## config.mk

```make
export PLATFORM = sky130hd
export DESIGN_NAME = pga_axis_end
export DESIGN_NICKNAME = d
export VERILOG_FILES = /design/src/rtl/core/pga_pkg.sv /design/src/rtl/core/pga_axis_end.sv
export SDC_FILE = /design/constraint.sdc
export NUM_CORES = 1
export LEC_CHECK = 0
export BUFFER_PORTS_ARGS = -buffer_cell sky130_fd_sc_hd__buf_2
export CORE_AREA = 5 5 144 146
export DETAILED_ROUTE_END_ITERATION = 10
export DIE_AREA = 0 0 149 151
export GPL_TIMING_DRIVEN = 0
export SLEW_MARGIN = 40
export SYNTH_ARGS = -nofsm -noshare
export SYNTH_HDL_FRONTEND = slang
export SYNTH_SLANG_ARGS = --single-unit
```

## constraint.sdc

```tcl
create_clock -name clk -period 2.1 [get_ports clk]
set_input_delay 0.42 -clock clk [delete_from_list [all_inputs] [get_ports clk]]
set_output_delay 0.42 -clock clk [all_outputs]
set_load 0.1 [all_outputs]
```

## src/rtl/core/pga_pkg.sv

```systemverilog
`default_nettype none
package pga_pkg;

	localparam int NUM_AXES  = 3;
	localparam int MAX_DIMS  = 3;
	localparam int MAX_RANGE = 1024;
	localparam int IDX_W     = 30;
	localparam int CRD_W     = 10;
	localparam int RNG_W     = 11;
	localparam int COORD_W   = 16;
	localparam int CELLS     = IDX_W;
	localparam int AXIS_SPAN = CELLS + 1;
	localparam int LAST_W    = 1 + NUM_AXES * AXIS_SPAN;

	typedef enum logic [1:0] {
		REG_DIMS    = 2'd0,
		REG_RANGE_X = 2'd1,
		REG_RANGE_Y = 2'd2,
		REG_RANGE_Z = 2'd3
	} pga_reg_t;

	typedef enum logic {
		OP_WRAP  = 1'b0,
		OP_SPLIT = 1'b1
	} pga_op_t;

	typedef struct packed {
		pga_op_t                          op;
		logic [1:0]                       dims;
		logic [NUM_AXES-1:0][RNG_W-1:0]   rng;
		logic [NUM_AXES-1:0][COORD_W-1:0] mag;
		logic [NUM_AXES-1:0]              neg;
		logic [IDX_W-1:0]                 num;
		logic [IDX_W-1:0]                 quo;
		logic [CRD_W-1:0]                 rem;
		logic [NUM_AXES-1:0][CRD_W-1:0]   crd;
	} pga_word_t;

	typedef struct packed {
		logic [IDX_W-1:0]               idx;
		logic [NUM_AXES-1:0][CRD_W-1:0] crd;
	} pga_result_t;

endpackage
`default_nettype wire

```

## src/rtl/core/pga_axis_end.sv

```systemverilog
`default_nettype none
module pga_axis_end
	import pga_pkg::*;
#(
	parameter int AXIS = 0
) (
	input  wire logic      clk,
	input  wire logic      arst_n,
	input  wire logic      en,
	input  wire logic      in_valid,
	input  var  pga_word_t in_word,
	output logic           out_valid,
	output pga_word_t      out_word
);

	localparam int NEXT = (AXIS + 1) % NUM_AXES;

	logic [CRD_W-1:0] c;
	pga_word_t        nxt;

	always_comb begin
		nxt = in_word;
		c   = in_word.rem;
		if (in_word.op == OP_WRAP && in_word.neg[AXIS] && in_word.rem != '0) begin
			c = CRD_W'(in_word.rng[AXIS] - RNG_W'(in_word.rem));
		end
		nxt.crd[AXIS] = (2'(AXIS) < in_word.dims) ? c : '0;
		nxt.num = (in_word.op == OP_SPLIT) ? in_word.quo
			: IDX_W'(in_word.mag[NEXT]);
		nxt.quo = '0;
		nxt.rem = '0;
	end

	always_ff @(posedge clk or negedge arst_n) begin
		if (!arst_n) begin
			out_valid <= 1'b0;
		end else if (en) begin
			out_valid <= in_valid;
		end
	end

	always_ff @(posedge clk) begin
		if (en) begin
			out_word <= nxt;
		end
	end

endmodule
`default_nettype wire

```

==> results.sh <==
export IMPL_status="completed"
export IMPL_ys_types=37
export IMPL_slew_violations=0
export IMPL_antenna_found_initial=4
export IMPL_gr_usage_all_layers_pct=13.8
export IMPL_clk_latency_ps=410
export IMPL_synth_seq_cells=148
export IMPL_wl_per_cell_um=17.2
export IMPL_drt_iter0_drc=167
export IMPL_ys_top_cells_by_area="edfxtp_1 (78%), buf_4 (5.3%), mux2_2 (3.4%)"
export IMPL_synth_top_area_share_pct=78.1
export IMPL_slew_headroom_pct=59.7
export IMPL_avgSynthCellArea_um2=17.5
export IMPL_power_mw=9.28
export IMPL_layout_setup_ws_ps=93.4
export IMPL_endpoint_kind="flip-flop"
export IMPL_grt_max_degree=53
export IMPL_io_pins=379
export IMPL_cap_viol_max_count=0
export IMPL_skew_ps=0
export IMPL_syn2layout_area_growth_pct=46.7
export IMPL_dp_hpwl_um=13100
export IMPL_startpoint_type="input port"
export IMPL_core_area_um2=19300
export IMPL_rsz0062_at_grt="no"
export IMPL_root_buffer="clkbuf_16"
export IMPL_final_antenna_net_count=0
export IMPL_yosys_warnings=0
export IMPL_die_w_um=149
export IMPL_final_cell_mix="buf_2 (297), edfxtp_1 (147), buf_4 (40), conb_1 (40)"
export IMPL_grt_overflow=0
export IMPL_fin_nets=883
export IMPL_cp_required_ps=2290
export IMPL_post_route_util_pct=43.0
export IMPL_arrival_ps=2200
export IMPL_fp_dieH_um=151
export IMPL_grt_pass1_wl_um=22800
export IMPL_tns_ps=0
export IMPL_synth_top_area_cell="edfxtp_1"
export IMPL_fillCellCount=1854
export IMPL_drive_gt1_share_pct=57.3
export IMPL_dp_cells=927
export IMPL_crit_path_max_fanout=3
export IMPL_grt_pass1_vias=3839
export IMPL_ys_seq_area_share_pct=78.5
export IMPL_dieArea_um2=22500
export IMPL_gp_congestion=0.751
export IMPL_instances_no_fill=961
export IMPL_fin_area_um2=8290
export IMPL_irDropWorstVdd_uv=499
export IMPL_hold_viol_final=0
export IMPL_via_per_inst=4.06
export IMPL_port_buffers=298
export IMPL_synth_cells=323
export IMPL_fin_crit_ps=2010
export IMPL_post_dp_cell_area_um2=7710
export IMPL_period_share_pct=95.6
export IMPL_drc=0
export IMPL_worst_hold_slack_ps=177
export IMPL_synthesis_area_um2=5650
export IMPL_numCtsBuffers=17
export IMPL_start_util_pct=29.3
export IMPL_cts_tree="yes"
export IMPL_setup_viol=0
export IMPL_clock_sinks=148
export IMPL_cellPowerDensity_nw_per_um2=1120
export IMPL_worst_pin_slew_ps=604
export IMPL_hp_class="in2reg"
export IMPL_num_vias=3898
export IMPL_dr_pass1_iters=4
export IMPL_path_class="in2reg"
export IMPL_drt_total_wl_um=16500
export IMPL_post_place_ws_ps=-404
export IMPL_cts_htree_levels=4
export IMPL_fmax_mhz=498
export IMPL_post_cts_buffers=0
export IMPL_layout_commonest_cell="buf_2"
export IMPL_power_leakage_nw=3.68
export IMPL_clk_path_buf_depth=2
export IMPL_rows=51
export IMPL_clk_pin_slew_ps=70
-- cells in the mapped netlist (all sizes together) --
library cell and instances:
nand2 13, o2111ai 1, fa 1, a2111oi 1
nor2 16, mux2 17, or3 2, o31a 1
buf 41, or2 1, a2111o 1, ha 9
and2 14, nand3 3, dfrtp 1, a41o 2
a21o 1, inv 13, conb 1, nor2b 2
a21oi 14, o21a 2, clkbuf 5, xnor2 3
a41oi 1, a311o 1, nor4 1, o31ai 1
o21ai 2, nand2b 1, edfxtp 147, a31oi 3
xor2 1
-- report_power, final --
group	total, mW	switching [mW]	internal, mW	leakage (nW)
logic	2.81	2.40	0.416	1.96
registers	3.57	0.0494	3.52	1.45
clock network	2.90	1.32	1.58	0.270
-- registers in the layout, summed over array words and instances, names as in the netlist --
signal,flops
out_word,147
out_valid,1
-- cell families after synthesis --
logic type | share of synthesized area (%)
flip-flops | 78.5
buffers and inverters | 6.57
AND/OR/NAND/NOR | 4.65
AO/OA/AOI/OAI | 3.83
multiplexers | 3.39
adder cells (fa/ha/maj) | 2.35
XOR/XNOR | 0.620
other | 0.0663
-- routing by layer --
layer | vias to the layer above | global-route usage, % | part of all wire (%)
li1 | 1837 | - | -
met5 | - | 0 | 0.28
met1 | 1849 | 15.3 | 37
met3 | 15 | 5.60 | 9.2
met4 | 6 | 4.30 | 1.4
met2 | 191 | 24.4 | 53
-- what timing repair did --
item / in CTS / in global routing
hold buffers: 1 / 0
hold endpoints to repair: 1 / 0
endpoints found under the setup margin: 0 / 1
resized for setup: 0 / 1
-- area by class of cell --
cell class / count / area (um^2) / area share [%]
Multi-Input combinational cell: 155 / 1010 / 12.2
Tap cell: 265 / 332 / 4.00
Antenna cell: 1 / 2.50 / 0.0302
Inverter: 13 / 48.8 / 0.588
Clock buffer: 18 / 429 / 5.18
Buffer: 46 / 323 / 3.89
Clock inverter: 14 / 139 / 1.67
Timing Repair Buffer: 301 / 1570 / 18.9
Sequential cell: 148 / 4440 / 53.5
-- worst paths after layout --
check / endpoint / depth (start not counted) / slack [ps] / startpoint
worst max-delay path: out_word[8]$_SDFFCE_PP0P_ / 10 / 90 / in_word[151]
worst min-delay path: out_word[138]$_DFFE_PP_ / 1 / 180 / in_word[138]
worst max register to register: out_valid$_DFFE_PN0P_ / 1 / 1370 / out_valid$_DFFE_PN0P_
worst min register to register: out_valid$_DFFE_PN0P_ / 1 / 500 / out_valid$_DFFE_PN0P_
max in group asynchronous: out_valid$_DFFE_PN0P_ / 2 / 1690 / arst_n
min in group asynchronous: out_valid$_DFFE_PN0P_ / 2 / 330 / arst_n
-- critical path, cell delays in order --
cell and delay, ps:
buf_2 110, inv_2 50, ha_2 190, fa_2 250
nor2b_4 50, o31a_1 330, a311o_1 300, a21oi_2 160
nor2_1 70, a2111oi_2 260
No activity file was read; power rests on OpenSTA's default activity.
