`config.mk`:
```
export PLATFORM = sky130hd
export DESIGN_NAME = pga_cell
export DESIGN_NICKNAME = d
export VERILOG_FILES = /design/src/rtl/core/pga_pkg.sv /design/src/rtl/core/pga_cell.sv
export SDC_FILE = /design/constraint.sdc
export NUM_CORES = 1
export LEC_CHECK = 0
export BUFFER_PORTS_ARGS = -buffer_cell sky130_fd_sc_hd__buf_2
export CAP_MARGIN = 10
export CORE_AREA = 2 2 149 151
export DETAILED_ROUTE_END_ITERATION = 8
export DIE_AREA = 0 0 151 153
export MAX_ROUTING_LAYER = met4
export PLACE_DENSITY = 0.65
export SYNTH_ARGS = -nofsm -noshare
export SYNTH_HDL_FRONTEND = slang
export SYNTH_SLANG_ARGS = --single-unit
```
`constraint.sdc`:
```
create_clock -name clk -period 1.05 [get_ports clk]
set_clock_uncertainty 0.05 [all_clocks]
set_input_delay 0.105 -clock clk [delete_from_list [all_inputs] [get_ports clk]]
set_output_delay 0.105 -clock clk [all_outputs]
set_load 0.005 [all_outputs]
```
`src/rtl/core/pga_pkg.sv`:
```
`default_nettype none
package pga_pkg;

	localparam int NUM_AXES  = 3;
	localparam int MAX_DIMS  = 3;
	localparam int MAX_RANGE = 1024;
	localparam int IDX_W     = 30;
	localparam int CRD_W     = 10;
	localparam int RNG_W     = 11;
	localparam int COORD_W   = 16;
	localparam int CELLS     = IDX_W;
	localparam int AXIS_SPAN = CELLS + 1;
	localparam int LAST_W    = 1 + NUM_AXES * AXIS_SPAN;

	typedef enum logic [1:0] {
		REG_DIMS    = 2'd0,
		REG_RANGE_X = 2'd1,
		REG_RANGE_Y = 2'd2,
		REG_RANGE_Z = 2'd3
	} pga_reg_t;

	typedef enum logic {
		OP_WRAP  = 1'b0,
		OP_SPLIT = 1'b1
	} pga_op_t;

	typedef struct packed {
		pga_op_t                          op;
		logic [1:0]                       dims;
		logic [NUM_AXES-1:0][RNG_W-1:0]   rng;
		logic [NUM_AXES-1:0][COORD_W-1:0] mag;
		logic [NUM_AXES-1:0]              neg;
		logic [IDX_W-1:0]                 num;
		logic [IDX_W-1:0]                 quo;
		logic [CRD_W-1:0]                 rem;
		logic [NUM_AXES-1:0][CRD_W-1:0]   crd;
	} pga_word_t;

	typedef struct packed {
		logic [IDX_W-1:0]               idx;
		logic [NUM_AXES-1:0][CRD_W-1:0] crd;
	} pga_result_t;

endpackage
`default_nettype wire

```
`src/rtl/core/pga_cell.sv`:
```
`default_nettype none
module pga_cell
	import pga_pkg::*;
#(
	parameter int AXIS = 0,
	parameter int BIT  = 0
) (
	input  wire logic      clk,
	input  wire logic      arst_n,
	input  wire logic      en,
	input  wire logic      in_valid,
	input  var  pga_word_t in_word,
	output logic           out_valid,
	output pga_word_t      out_word
);

	logic [RNG_W-1:0] trial;
	logic [RNG_W-1:0] rng;
	logic             ge;
	pga_word_t        nxt;

	always_comb begin
		rng   = in_word.rng[AXIS];
		trial = {in_word.rem, in_word.num[BIT]};
		ge    = trial >= rng;
		nxt   = in_word;
		nxt.quo[BIT] = ge;
		nxt.rem = ge ? CRD_W'(trial - rng) : CRD_W'(trial);
	end

	always_ff @(posedge clk or negedge arst_n) begin
		if (!arst_n) begin
			out_valid <= 1'b0;
		end else if (en) begin
			out_valid <= in_valid;
		end
	end

	always_ff @(posedge clk) begin
		if (en) begin
			out_word <= nxt;
		end
	end

endmodule
`default_nettype wire

```
==> results.md <==
- P per Cell Area: 1540 mW/mm²
- Port bufs: 377
- Syn nets: 481
- P_int: 0.01372 W
- Distinct cells, synth: 28
- HPWL after DPL: 13.28 mm
- Setup WS pre-CTS: -1030 ps
- Pleak: 5.036 nW
- Synth Cell Area: 0.006346 mm²
- Fin worst setup slack: -516.3 ps
- CP Depth: 11
- Sequential group share of total power: 50.5%
- Slew HR: 78.87%
- GPL Wtd Cong: 0.8015
- Routed WL: 19.76 mm
- DRC: 0
- Setup Viol. Count Final: 196
- Min-delay worst type: in -> reg
- Clk_lat worst skew: 420 ps
- Register-to-Register Path Depth: 1
- Avg Inst Size Synth: 22.83 µm²
- CP max stage cell: fa_2
- Final Power: 0.01802 W
- DR vias/cell: 4.085
- Final slew viol count: 0
- Final Hold Viols: 0
- Syn Inst Count: 278
- 1st-iter DRT viols: 204
- Worst path max stage delay: 350 ps
- Seq cells post-synth: 188
- Startpoint types: input port
- F_max: 0.6385 GHz
- Post-synth top flop: edfxtp_1
- Final worst path period share: 149.2%
- Outcome: complete, but fails checks
- # IOs: 379
- Area growth syn-to-layout: 84.41%
- Starting density of the core: 29.54%
- Synth Area in Simple Gates: 1.538%
- Clock share of power: 34.7%
- Pre-antenna DRT Iters: 4
- Number of global-route vias before repair: 5199
- Final nets: 1113
- Global-route wire length before repair: 28.18 mm
- Delay-heaviest family, CP: adder cells
- Non-Filler Instances: 1204
- Die ar.: 0.02310 mm²
- Die H: 153 µm
- Core area: 0.02149 mm²
- Final antenna-violating net count: 0
- CTS Buffer Depth: 2
- Placed insts: 979
- Mux contribution to synthesized area: 2.149%
- WP buf/inv: 3
- Main combinational cell family by area after synthesis: compound AO/OA/AOI/OAI gates
- Async set or reset register ratio after synthesis: 0.5319%
- Critical path required time: 1170 ps
- Combinational group share of total power: 14.8%
- CTS clk-pin slew, worst paths: 80 ps
- GR Overflow Total: 0
- CP Data Arrival Time: 1690 ps
- DR vias: 4918
- GRT Util Overall: 16.81%
- Largest net degree at the start of global routing: 33
- Worst VDD drop: 0.9479 mV
- Synth Area in Compound Gates: 2.603%
- Post-synth EDFFs: 187
- Initial antenna violation count: 1
- Max Fanout on Critical Path: 2
- Ratio of cells with drive above 1 in the final layout: 54.17%
- Hold depth: 2
- Row Count: 54
- Yosys warns: 0
- Unrepaired setup endpoints after global routing: true
- Max Cap Viol: 0
- Worst Tran Pin Value: 315.8 ps
- Min Tclk post-route: 1566 ps
- Worst setup EP type: flip-flop
- Post-DR wirelength/cell: 16.41 µm
- Adder-cell share of the synthesized area: 2.484%
- Switching pwr: 0.004293 W
- Total CTS buffers: 17
- Cell Chain, Critical Path: buf_6 > inv_4 > ha_4 > inv_1 > fa_2 > a21oi_2 > o22ai_1 > nor3_1 > o21bai_1 > xor2_1 > mux2_4
- Critical path class: in -> reg
- Post-synthesis sequential area ratio: 88.88%
- Failing checks: setup timing
- Chip Width: 151 µm
- Sw Share: 23.83%
- Clock tree sinks: 188
- Clk root buf: clkbuf_16
- XOR/XNOR share of the synthesized area: 0.9661%
- CTS tree: yes
- H-tree levels: 4
==> per-stage QoR <==
stage / hold slack, ps / utilization, % / setup TNS (ps) / area, µm²
final: 50.42 / 54.47 / -9925 / 11700
after global routing: 45.98 / 54.47 / -19600 / 11700
after CTS: 36.95 / 54.13 / -14570 / 11630
after detailed placement: -156.0 / 42.39 / -10280 / 9107
after global placement: -154.3 / 42.39 / -10170 / 9107
after floorplan: -240.6 / - / -6871 / 6496
==> cell usage in the layout (no fill, tap or decap), drive strengths merged <==
master	Yosys	layout
o21a	2	2
edfxtp	187	187
dfrtp	1	1
clkbuf	0	18
mux2	8	8
nor3	2	2
xnor2	4	4
buf	1	430
clkinvlp	0	2
nor2	7	7
a21oi	8	8
diode	0	1
a31oi	1	1
fa	1	1
mux2i	2	2
o21bai	3	3
nor2b	2	2
o22ai	1	1
clkinv	0	5
nand3	2	2
a31o	1	1
dlygate4sd3	0	184
o211ai	1	1
nand4	2	2
o21ai	5	5
a211o	1	1
inv	18	25
ha	11	11
xor2	3	3
nand2	3	3
a21boi	1	1
==> final cells by class <==
class                      count  area (µm²)
multi-input combinational     71       809.5
sequential                   188        5640
clock inverter                14       152.6
clock buffer                  18       429.2
fill                        1745        9783
timing repair buffer         614        4235
tap                          280       350.3
inverter                      18       82.58
antenna                        1       2.502
==> timing repair <==
| action | CTS | global route |
|---|---|---|
| hold endpoints to repair | 186 | 4 |
| pin swaps | 3 | 8 |
| setup endpoints to repair | 199 | 204 |
| cloned | 0 | 0 |
| hold buffers | 183 | 2 |
| gates resized for setup | 18 | 10 |
| setup buffers | 5 | 4 |
==> state kept, by name (all words and copies together) (netlist names) <==
signal / cells
out_valid: 1
out_word: 187
==> kinds of logic after synthesis <==
kind of cell | count (synthesis)
fa+ha+maj | 12
buf+inv | 19
mux | 10
flops | 188
xor+xnor | 7
compound gates | 24
simple gates | 18
==> layer usage <==
layer / global-route usage (%) / share of wire, % / vias to the layer above / routed length, µm
met5: - / 0 / - / 0
met4: 5.696 / 2.5 / 0 / 487
met3: 3.761 / 5.7 / 29 / 1128
met2: 29.46 / 52 / 195 / 10300
met1: 18.82 / 40 / 2344 / 7847
li1: - / - / 2350 / -
==> synth_stat cells (all sizes together), types with 2 or more instances <==
| cell | n | area share (%) |
|---|---|---|
| edfxtp | 187 | 88 |
| inv | 18 | 1.1 |
| ha | 11 | 2.2 |
| a21oi | 8 | 0.81 |
| mux2 | 8 | 1.8 |
| nor2 | 7 | 0.41 |
| o21ai | 5 | 0.39 |
| xnor2 | 4 | 0.55 |
| nand2 | 3 | 0.18 |
| o21bai | 3 | 0.35 |
| xor2 | 3 | 0.41 |
| mux2i | 2 | 0.32 |
| nand3 | 2 | 0.16 |
| nand4 | 2 | 0.20 |
| nor2b | 2 | 0.43 |
| nor3 | 2 | 0.16 |
| o21a | 2 | 0.24 |
==> worst paths after layout <==
kind | from | end | slack (ps)
hold reg to reg | out_valid$_DFFE_PN0P_ | out_valid$_DFFE_PN0P_ | 470
setup / recovery | in_word[70] | out_word[38]$_DFFE_PP_ | -520
setup reg to reg | out_valid$_DFFE_PN0P_ | out_valid$_DFFE_PN0P_ | 260
hold / removal | en | out_valid$_DFFE_PN0P_ | 50
min in group asynchronous | arst_n | out_valid$_DFFE_PN0P_ | 520
max in group asynchronous | arst_n | out_valid$_DFFE_PN0P_ | 310
==> power by group through the flow <==
stage	logic [W]	clock network [W]	registers [W]
3_3_place_gp	0.00197	0	0.00925
6_report	0.00267	0.00624	0.00910
2_1_floorplan	0.000463	0	0.00937
3_5_place_dp	0.00200	0	0.00926
4_1_cts	0.00264	0.00643	0.00910
5_1_grt	0.00288	0.00671	0.00916
Power figures use the tool's default switching activity.
