## src/rtl/core/pga_pkg.sv

```systemverilog
`default_nettype none
package pga_pkg;

	localparam int NUM_AXES  = 3;
	localparam int MAX_DIMS  = 3;
	localparam int MAX_RANGE = 1024;
	localparam int IDX_W     = 30;
	localparam int CRD_W     = 10;
	localparam int RNG_W     = 11;
	localparam int COORD_W   = 16;
	localparam int CELLS     = IDX_W;
	localparam int AXIS_SPAN = CELLS + 1;
	localparam int LAST_W    = 1 + NUM_AXES * AXIS_SPAN;

	typedef enum logic [1:0] {
		REG_DIMS    = 2'd0,
		REG_RANGE_X = 2'd1,
		REG_RANGE_Y = 2'd2,
		REG_RANGE_Z = 2'd3
	} pga_reg_t;

	typedef enum logic {
		OP_WRAP  = 1'b0,
		OP_SPLIT = 1'b1
	} pga_op_t;

	typedef struct packed {
		pga_op_t                          op;
		logic [1:0]                       dims;
		logic [NUM_AXES-1:0][RNG_W-1:0]   rng;
		logic [NUM_AXES-1:0][COORD_W-1:0] mag;
		logic [NUM_AXES-1:0]              neg;
		logic [IDX_W-1:0]                 num;
		logic [IDX_W-1:0]                 quo;
		logic [CRD_W-1:0]                 rem;
		logic [NUM_AXES-1:0][CRD_W-1:0]   crd;
	} pga_word_t;

	typedef struct packed {
		logic [IDX_W-1:0]               idx;
		logic [NUM_AXES-1:0][CRD_W-1:0] crd;
	} pga_result_t;

endpackage
`default_nettype wire

```

## src/rtl/core/pga_linear.sv

```systemverilog
`default_nettype none
module pga_linear
	import pga_pkg::*;
(
	input  wire logic      clk,
	input  wire logic      arst_n,
	input  wire logic      en,
	input  wire logic      in_valid,
	input  var  pga_word_t in_word,
	output logic           out_valid,
	output pga_result_t    out_res
);

	localparam int MID_W = 2 * RNG_W;

	logic             valid_s1;
	logic [MID_W-1:0] mid_s1;
	pga_word_t        word_s1;
	logic [MID_W+RNG_W-1:0] prod;

	assign prod = word_s1.rng[0] * mid_s1;

	always_ff @(posedge clk or negedge arst_n) begin
		if (!arst_n) begin
			valid_s1  <= 1'b0;
			out_valid <= 1'b0;
		end else if (en) begin
			valid_s1  <= in_valid;
			out_valid <= valid_s1;
		end
	end

	always_ff @(posedge clk) begin
		if (en) begin
			word_s1 <= in_word;
			mid_s1  <= MID_W'(in_word.rng[1]) * MID_W'(in_word.crd[2])
				+ MID_W'(in_word.crd[1]);
			out_res.crd <= word_s1.crd;
			out_res.idx <= (word_s1.op == OP_SPLIT) ? '0
				: IDX_W'(prod + (MID_W+RNG_W)'(word_s1.crd[0]));
		end
	end

endmodule
`default_nettype wire

```

## config.mk

```make
export PLATFORM = sky130hd
export DESIGN_NAME = pga_linear
export DESIGN_NICKNAME = d
export VERILOG_FILES = /design/src/rtl/core/pga_pkg.sv /design/src/rtl/core/pga_linear.sv
export SDC_FILE = /design/constraint.sdc
export NUM_CORES = 1
export LEC_CHECK = 0
export BUFFER_PORTS_ARGS = -buffer_cell sky130_fd_sc_hd__buf_2
export CELL_PAD_IN_SITES_DETAIL_PLACEMENT = 0
export CELL_PAD_IN_SITES_GLOBAL_PLACEMENT = 1
export CORE_UTILIZATION = 36
export DETAILED_ROUTE_END_ITERATION = 10
export GPL_TIMING_DRIVEN = 0
export PLACE_DENSITY = 0.69
export SLEW_MARGIN = 20
export SYNTH_ARGS = -nofsm -noshare
export SYNTH_HDL_FRONTEND = slang
export SYNTH_SLANG_ARGS = --single-unit
```

## constraint.sdc

```tcl
create_clock -name clk -period 15.26 [get_ports clk]
set_input_delay 3.052 -clock clk [delete_from_list [all_inputs] [get_ports clk]]
set_output_delay 3.052 -clock clk [all_outputs]
set_load 0.02 [all_outputs]
```

==> impl_metrics.tcl, run 1 <==
set metrics [dict create \
    clock.fmax_ghz 0.1233 \
    hpwl_um 30070 \
    hold_path.class "reg -> reg" \
    port-buffer-count 107 \
    ys_seq_area_share_pct 23.67 \
    grt_pass1_vias 11700 \
    synthDominantAreaCellType "fa_1" \
    mappedNetlistArea_mm2 0.01594 \
    setup-tns-final_ns 0 \
    ys_top_cells_by_area "fa_1, edfxtp_1, ha_1" \
    clock_tree.buffer_depth 2 \
    count_of_flip_flops_with_a_built_in_enable_after_synthesis 124 \
    htree_num_levels 4 \
    placedInstanceArea_mm2 0.01724 \
    grt_start_max_net_pins 83 \
    clock-root-buffer "clkbuf_16" \
    dieArea_mm2 0.04512 \
    route.antenna.remaining_nets 0 \
    initial_core_util_pct 36.76 \
    worstSetupPathType "in -> reg" \
    post-route-min-period_ns 8.108 \
    drt_drc_violations_left 0 \
    grt_antenna_before_repair 1 \
    status "complete, no violations" \
    synth-xor-area-share_pct 1.538 \
    final_layout_size_suffix_gt1_share_pct 8.986 \
    final_nets 2314 \
    synth_seq_cells 126 \
    numCtsBuffers 17 \
    filler_cell_count 4374 \
    synth_compound_area_share_pct 5.565 \
    diodes 0 \
    worstMarginPinSlew_ns 0.8006 \
    simple_gate_fraction_of_synth_area_pct 14.43 \
    post_synth_adder_cell_area_pct 44.02 \
    route.detailed.vias_per_inst 4.664 \
    timing.max_cap.violations 0 \
    setup_violations 0 \
    totalWireLength_um 37040 \
    route.detailed.wl_per_inst_um 15.96 \
    timing.hold.worst_path_depth 0 \
    synthArstFlopShare_pct 1.587 \
    clock_insertion_delay_worst_skew_ns 0.48 \
    multi_input_combinational_cell_area_mm2 0.01057 \
    ios 252 \
    global_route_wire_length_before_repair_um 61380 \
    design_area_mm2 0.01788 \
    count_of_cell_types_in_the_netlist 59 \
    cts-resized-gates 0 \
    holdBufCountCts 0 \
    top_cells_by_instance_count_after_synthesis "inv_1, fa_1, nand2_1" \
    vias 10830 \
    core_region_area_mm2 0.04336 \
    fp.dieW_um 212.4 \
    post_synth_inst_count 1596 \
    tritoncts "done" \
    grt_setup_unrepaired "false" \
    finish.utilization_pct 41.23 \
    clkSinkCount 126 \
    maxSlewHeadroom_pct 46.63 \
    first_drt_iteration_drcs 468 \
    startpoint_type "input pin" \
    total_area_of_sequential_cells_mm2 0.003774 \
    worst_ep_required_time_ns 15.46 \
    synth.yosys.warnings 0 \
    yosys.area.top_type_share_pct 33.66 \
    dominantRegCellSynth "edfxtp_1" \
    crit_path_end_kind "flop" \
    postCtsSetupRepairBufs 0 \
    place.gp.congestion 0.8885 \
    clkTransAtPathRegs_ns 0.07 \
    hold-worst-slack_ns 0.4077 \
    period_share_pct 53.13 \
    rows 76 \
    timing.final.hold_violations 0 \
    detailedRoute.firstPassIterationCount 4 \
    critPathArrivalTime_ns 8.31 \
    combinational_family_with_the_most_area_after_synthesis "adder cells" \
    worst_r2r_path_depth 18 \
    post_synth.cell_area_avg_um2 9.988 \
    post_synth_mux_area_share_pct 0.7771 \
    grt_remaining_overflow 0 \
    maximum_fanout_along_the_worst_path 10 \
    die_h_um 212.4 \
    drv_slew 0 \
    syn_nets 2187 \
    groute.usage.overall_pct 17.96 \
    layout-area-overhead-vs-synth_pct 12.16 \
    leading_cell_type_by_number_of_instances_after_synthesis "inv_1" \
    worst_clock_skew_ns 0.01920 \
]
## worst max-delay path, cell delays in order
cell and delay, ns:
buf_2 0.12, clkbuf_1 0.38, nand2_1 0.15, fa_1 0.53, fa_1 0.52, inv_1 0.06
fa_1 0.49, fa_1 0.49, inv_1 0.05, fa_1 0.47, inv_1 0.04, ha_1 0.34
a21oi_1 0.21, o21ai_0 0.14, a21boi_0 0.35, o22ai_1 0.20, and4b_1 0.22, or4_1 0.49
## cells in the final DEF, fill, tap and decap left out, types with 8 or more instances in the layout
master     count
a21o_1        16
a21oi_1       35
and2_1       140
buf_2        108
clkbuf_1      71
clkbuf_16     17
edfxtp_1     124
fa_1         268
ha_1         132
inv_1        348
mux2_2        10
nand2_1      233
nand3_1        8
nor2_1        36
nor2b_1       15
nor3_1        16
o21a_1         8
o21ai_0       22
xnor2_1       20
xor2_1         8
## cell families (layout without fill, tap and decap cells)
group,count (synthesis),in the layout
compound gates,133,133
xor+xnor,28,28
fa+ha+maj,400,400
buf+inv,422,562
flops,126,126
mux,11,11
simple gates,476,476
## routing by layer
metal	share of wire, %	vias up	GRT usage [%]
met2	48	216	30.36
met3	4.8	41	3.604
li1	-	5169	-
met5	0	-	0
met1	45	5400	22.70
met4	2.2	0	6.475
## flip-flops by register name (all words and copies together), names as in the netlist
register,cells
out_res,60
word_s1,42
out_valid,1
valid_s1,1
mid_s1,22
## stage by stage
| step | worst slack [ns] | std cells |
|---|---|---|
| after global placement | 6.787 | 2288 |
| after detailed placement | 6.755 | 2289 |
| after floorplan | 7.414 | 1596 |
| after global routing | 6.895 | 2321 |
| after CTS | 7.238 | 2321 |
| final | 7.152 | 2321 |
## path summary, 6_finish.rpt
kind / start / endpoint / slack [ns]
min in group asynchronous: arst_n / valid_s1 / 2.36
worst min-delay path: word_s1[22] / out_res[22] / 0.41
worst max register to register: word_s1[161] / out_res[56] / 8.83
max in group asynchronous: arst_n / out_valid / 12.80
worst min register to register: word_s1[22] / out_res[22] / 0.41
worst max-delay path: in_word[21] / mid_s1[20] / 7.15
## final cells by class
type,instances,share of cell area [%]
buffer,74,1.610
clock buffer,18,2.400
clock inverter,14,1.162
inverter,348,7.306
multi-input combinational,1048,59.14
sequential,126,21.11
tap,585,4.094
timing repair buffer,108,3.184
Power of run 1 is left out: the tool's default activity adds up to more than one toggle a clock period on the data nets, which glitch-free logic cannot reach.
==> inputs of run 2 (changes only) <==
--- a/config.mk
+++ b/config.mk
@@ -5,13 +5,14 @@
 export SDC_FILE = /design/constraint.sdc
 export NUM_CORES = 1
 export LEC_CHECK = 0
+export ABC_AREA = 1
 export BUFFER_PORTS_ARGS = -buffer_cell sky130_fd_sc_hd__buf_2
 export CELL_PAD_IN_SITES_DETAIL_PLACEMENT = 0
 export CELL_PAD_IN_SITES_GLOBAL_PLACEMENT = 1
 export CORE_UTILIZATION = 36
 export DETAILED_ROUTE_END_ITERATION = 10
 export GPL_TIMING_DRIVEN = 0
-export PLACE_DENSITY = 0.69
+export PLACE_DENSITY = 0.71
 export SLEW_MARGIN = 20
 export SYNTH_ARGS = -nofsm -noshare
 export SYNTH_HDL_FRONTEND = slang
==> constraint.sdc (replaced) <==
create_clock -name clk -period 8.1 [get_ports clk]
set_input_delay 1.62 -clock clk [delete_from_list [all_inputs] [get_ports clk]]
set_output_delay 1.62 -clock clk [all_outputs]
set_load 0.02 [all_outputs]
==> impl_metrics.tcl, run 2 <==
set metrics [dict create \
    status "complete, no violations" \
    port-buffer-count 106 \
    critical-path-top-delay-family "adder cells" \
    htree_num_levels 4 \
    worst_clock_skew_ns 0.01647 \
    final_nets 2721 \
    detailedRoute.firstPassIterationCount 5 \
    dieArea_mm2 0.04736 \
    die_h_um 217.6 \
    post_synth.cell_area_avg_um2 8.353 \
    syn_nets 2595 \
    placedInstanceArea_mm2 0.01805 \
    timing.max_cap.violations 0 \
    synthArstFlopShare_pct 1.587 \
    worstSetupPathType "in -> reg" \
    setup_violations 0 \
    route.antenna.remaining_nets 0 \
    vias 12590 \
    core_region_area_mm2 0.04558 \
    grt_setup_unrepaired "false" \
    clock_insertion_delay_worst_skew_ns 0.47 \
    numCtsBuffers 17 \
    worst_r2r_path_depth 21 \
    diodes 0 \
    reg_to_reg_startpoint "word_s1[161]" \
    timing.hold.worst_path_depth 0 \
    dpl.cell_count 2711 \
    tritoncts "done" \
    layout_commonest_cell "nand2_1" \
    rows 78 \
    layout-area-overhead-vs-synth_pct 11.53 \
    synthDominantAreaCellType "fa_1" \
    yosys.area.top_type_share_pct 32.05 \
    mappedNetlistArea_mm2 0.01674 \
    worst_ep_required_time_ns 8.32 \
    clock-root-buffer "clkbuf_16" \
    startpoint_type "input pin" \
    synth_seq_cells 126 \
    critPathArrivalTime_ns 6.34 \
    cp_slowest_cell "fa_1" \
    cts-resized-gates 0 \
    flip_flop_count_of_the_largest_register_all_copies_and_words_added 60 \
    route.detailed.wl_per_inst_um 15.02 \
    post_synth_adder_cell_area_pct 41.92 \
    setup-tns-final_ns 0 \
    largest_register "out_res" \
    ys_top_cells_by_area "fa_1, edfxtp_1, nand2_1" \
    hold-worst-slack_ns 0.4140 \
    hp-start "word_s1[15]" \
    route.detailed.vias_per_inst 4.590 \
    clock.fmax_ghz 0.1633 \
    grt_start_max_net_pins 82 \
    fp.dieW_um 217.6 \
    synth_compound_area_share_pct 3.289 \
    worst_setup_path_startpoint "in_word[21]" \
    non_filler_instance_count_after_layout 2743 \
    post_synth_inst_count 2004 \
    hpwl_um 34570 \
    maxSlewHeadroom_pct 52.64 \
    crit_path_end_kind "flop" \
    design_area_mm2 0.01867 \
    totalWireLength_um 41210 \
    postCtsSetupRepairBufs 0 \
    timing.final.hold_violations 0 \
    simple_gate_fraction_of_synth_area_pct 17.41 \
    max_stage_delay_ns 0.57 \
    groute.usage.overall_pct 18.84 \
    layout_common_cells "nand2_1, inv_1, fa_1" \
    clock_tree.buffer_depth 2 \
    grt_pass1_vias 13780 \
    holdBufCountCts 0 \
    global_route_wire_length_before_repair_um 69000 \
    drv_slew 0 \
    ys_seq_area_share_pct 22.54 \
    synth.yosys.warnings 0 \
    leading_cell_type_by_number_of_instances_after_synthesis "nand2_1" \
    grt_remaining_overflow 0 \
    count_of_cell_types_in_the_netlist 35 \
    layout_top_registers "out_res x60, word_s1 x42, mid_s1 x22" \
    final_layout_size_suffix_gt1_share_pct 7.513 \
    post-route-min-period_ns 6.125 \
    clkTransAtPathRegs_ns 0.07 \
    count_of_flip_flops_with_a_built_in_enable_after_synthesis 124 \
    maximum_fanout_along_the_worst_path 10 \
    critical_path.n_buffers_inverters 5 \
    dominantRegCellSynth "edfxtp_1" \
    worstPathCellList "buf_2, clkbuf_1, nand2_1, fa_1, inv_1, fa_1, fa_1, fa_1, inv_1, fa_1, inv_1, ha_1, nand2_1, nand2_1, a21boi_0, nand2_1, nand2_1, nand3_1, xor2_1" \
    drt_drc_violations_left 0 \
    synth-xor-area-share_pct 0.6279 \
    period_share_pct 75.61 \
    grt_antenna_before_repair 0 \
    worstMarginPinSlew_ns 0.7104 \
    critical_path_depth 19 \
    hold_path.class "reg -> reg" \
    top_cells_by_instance_count_after_synthesis "nand2_1, inv_1, fa_1" \
    initial_core_util_pct 36.73 \
    post_synth_mux_area_share_pct 0 \
    first_drt_iteration_drcs 630 \
    ios 252 \
    place.gp.congestion 0.8829 \
    combinational_family_with_the_most_area_after_synthesis "adder cells" \
    clkSinkCount 126 \
]
## run 2: per-stage QoR
step / worst slack, ns / utilization [%]
after floorplan: 2.166 / -
after global placement: 1.432 / 39.54
after detailed placement: 1.454 / 39.61
after CTS: 1.975 / 40.96
after global routing: 1.609 / 40.96
final: 1.975 / 40.96
## run 2: worst paths after layout
path / endpoint / slack (ns)
setup / recovery: mid_s1[21] / 1.98
hold / removal: out_res[15] / 0.41
setup reg to reg: out_res[50] / 2.32
hold reg to reg: out_res[15] / 0.41
max in group asynchronous: out_valid / 7.08
min in group asynchronous: valid_s1 / 0.93
## run 2: kinds of logic after synthesis
group | Yosys count
AO/OA/AOI/OAI | 98
XOR/XNOR | 12
adder cells (fa/ha/maj) | 400
flip-flops | 126
buffers and inverters | 631
AND/OR/NAND/NOR | 737
## run 2: cell type report
class / instances / area, um2
multi-input cells: 1247 / 10590
fillers: 4663 / 26910
plain buffers: 68 / 265.3
flip-flops and latches: 126 / 3774
clock buffers: 17 / 425.4
repair buffers: 107 / 564.3
well taps: 600 / 750.7
clock inverters: 15 / 188.9
inverters: 563 / 2113
## run 2: layer usage
| metal | track usage, % | routed length [um] | share of wire, % | vias up |
|---|---|---|---|---|
| met4 | 7.019 | 1121 | 2.7 | 0 |
| met1 | 22.32 | 17590 | 43 | 6147 |
| li1 | - | - | - | 6093 |
| met3 | 3.250 | 1792 | 4.3 | 63 |
| met5 | 0 | 0 | 0 | - |
| met2 | 33.85 | 20700 | 50 | 286 |
## run 2: worst reg2reg max path, stage by stage, from the launching register on
cell,delay (ns)
edfxtp_1,0.38
clkbuf_1,0.49
clkbuf_1,0.56
nand2_1,0.11
inv_1,0.10
fa_1,0.46
fa_1,0.52
fa_1,0.43
fa_1,0.50
inv_1,0.05
fa_1,0.49
inv_1,0.05
ha_1,0.38
nand2_1,0.13
nor2_1,0.13
inv_1,0.10
nor2_1,0.17
nand4_1,0.11
nand3b_1,0.17
nand2_1,0.07
nand2_1,0.06
nor2_1,0.04
Power of run 2 is left out for the same reason.
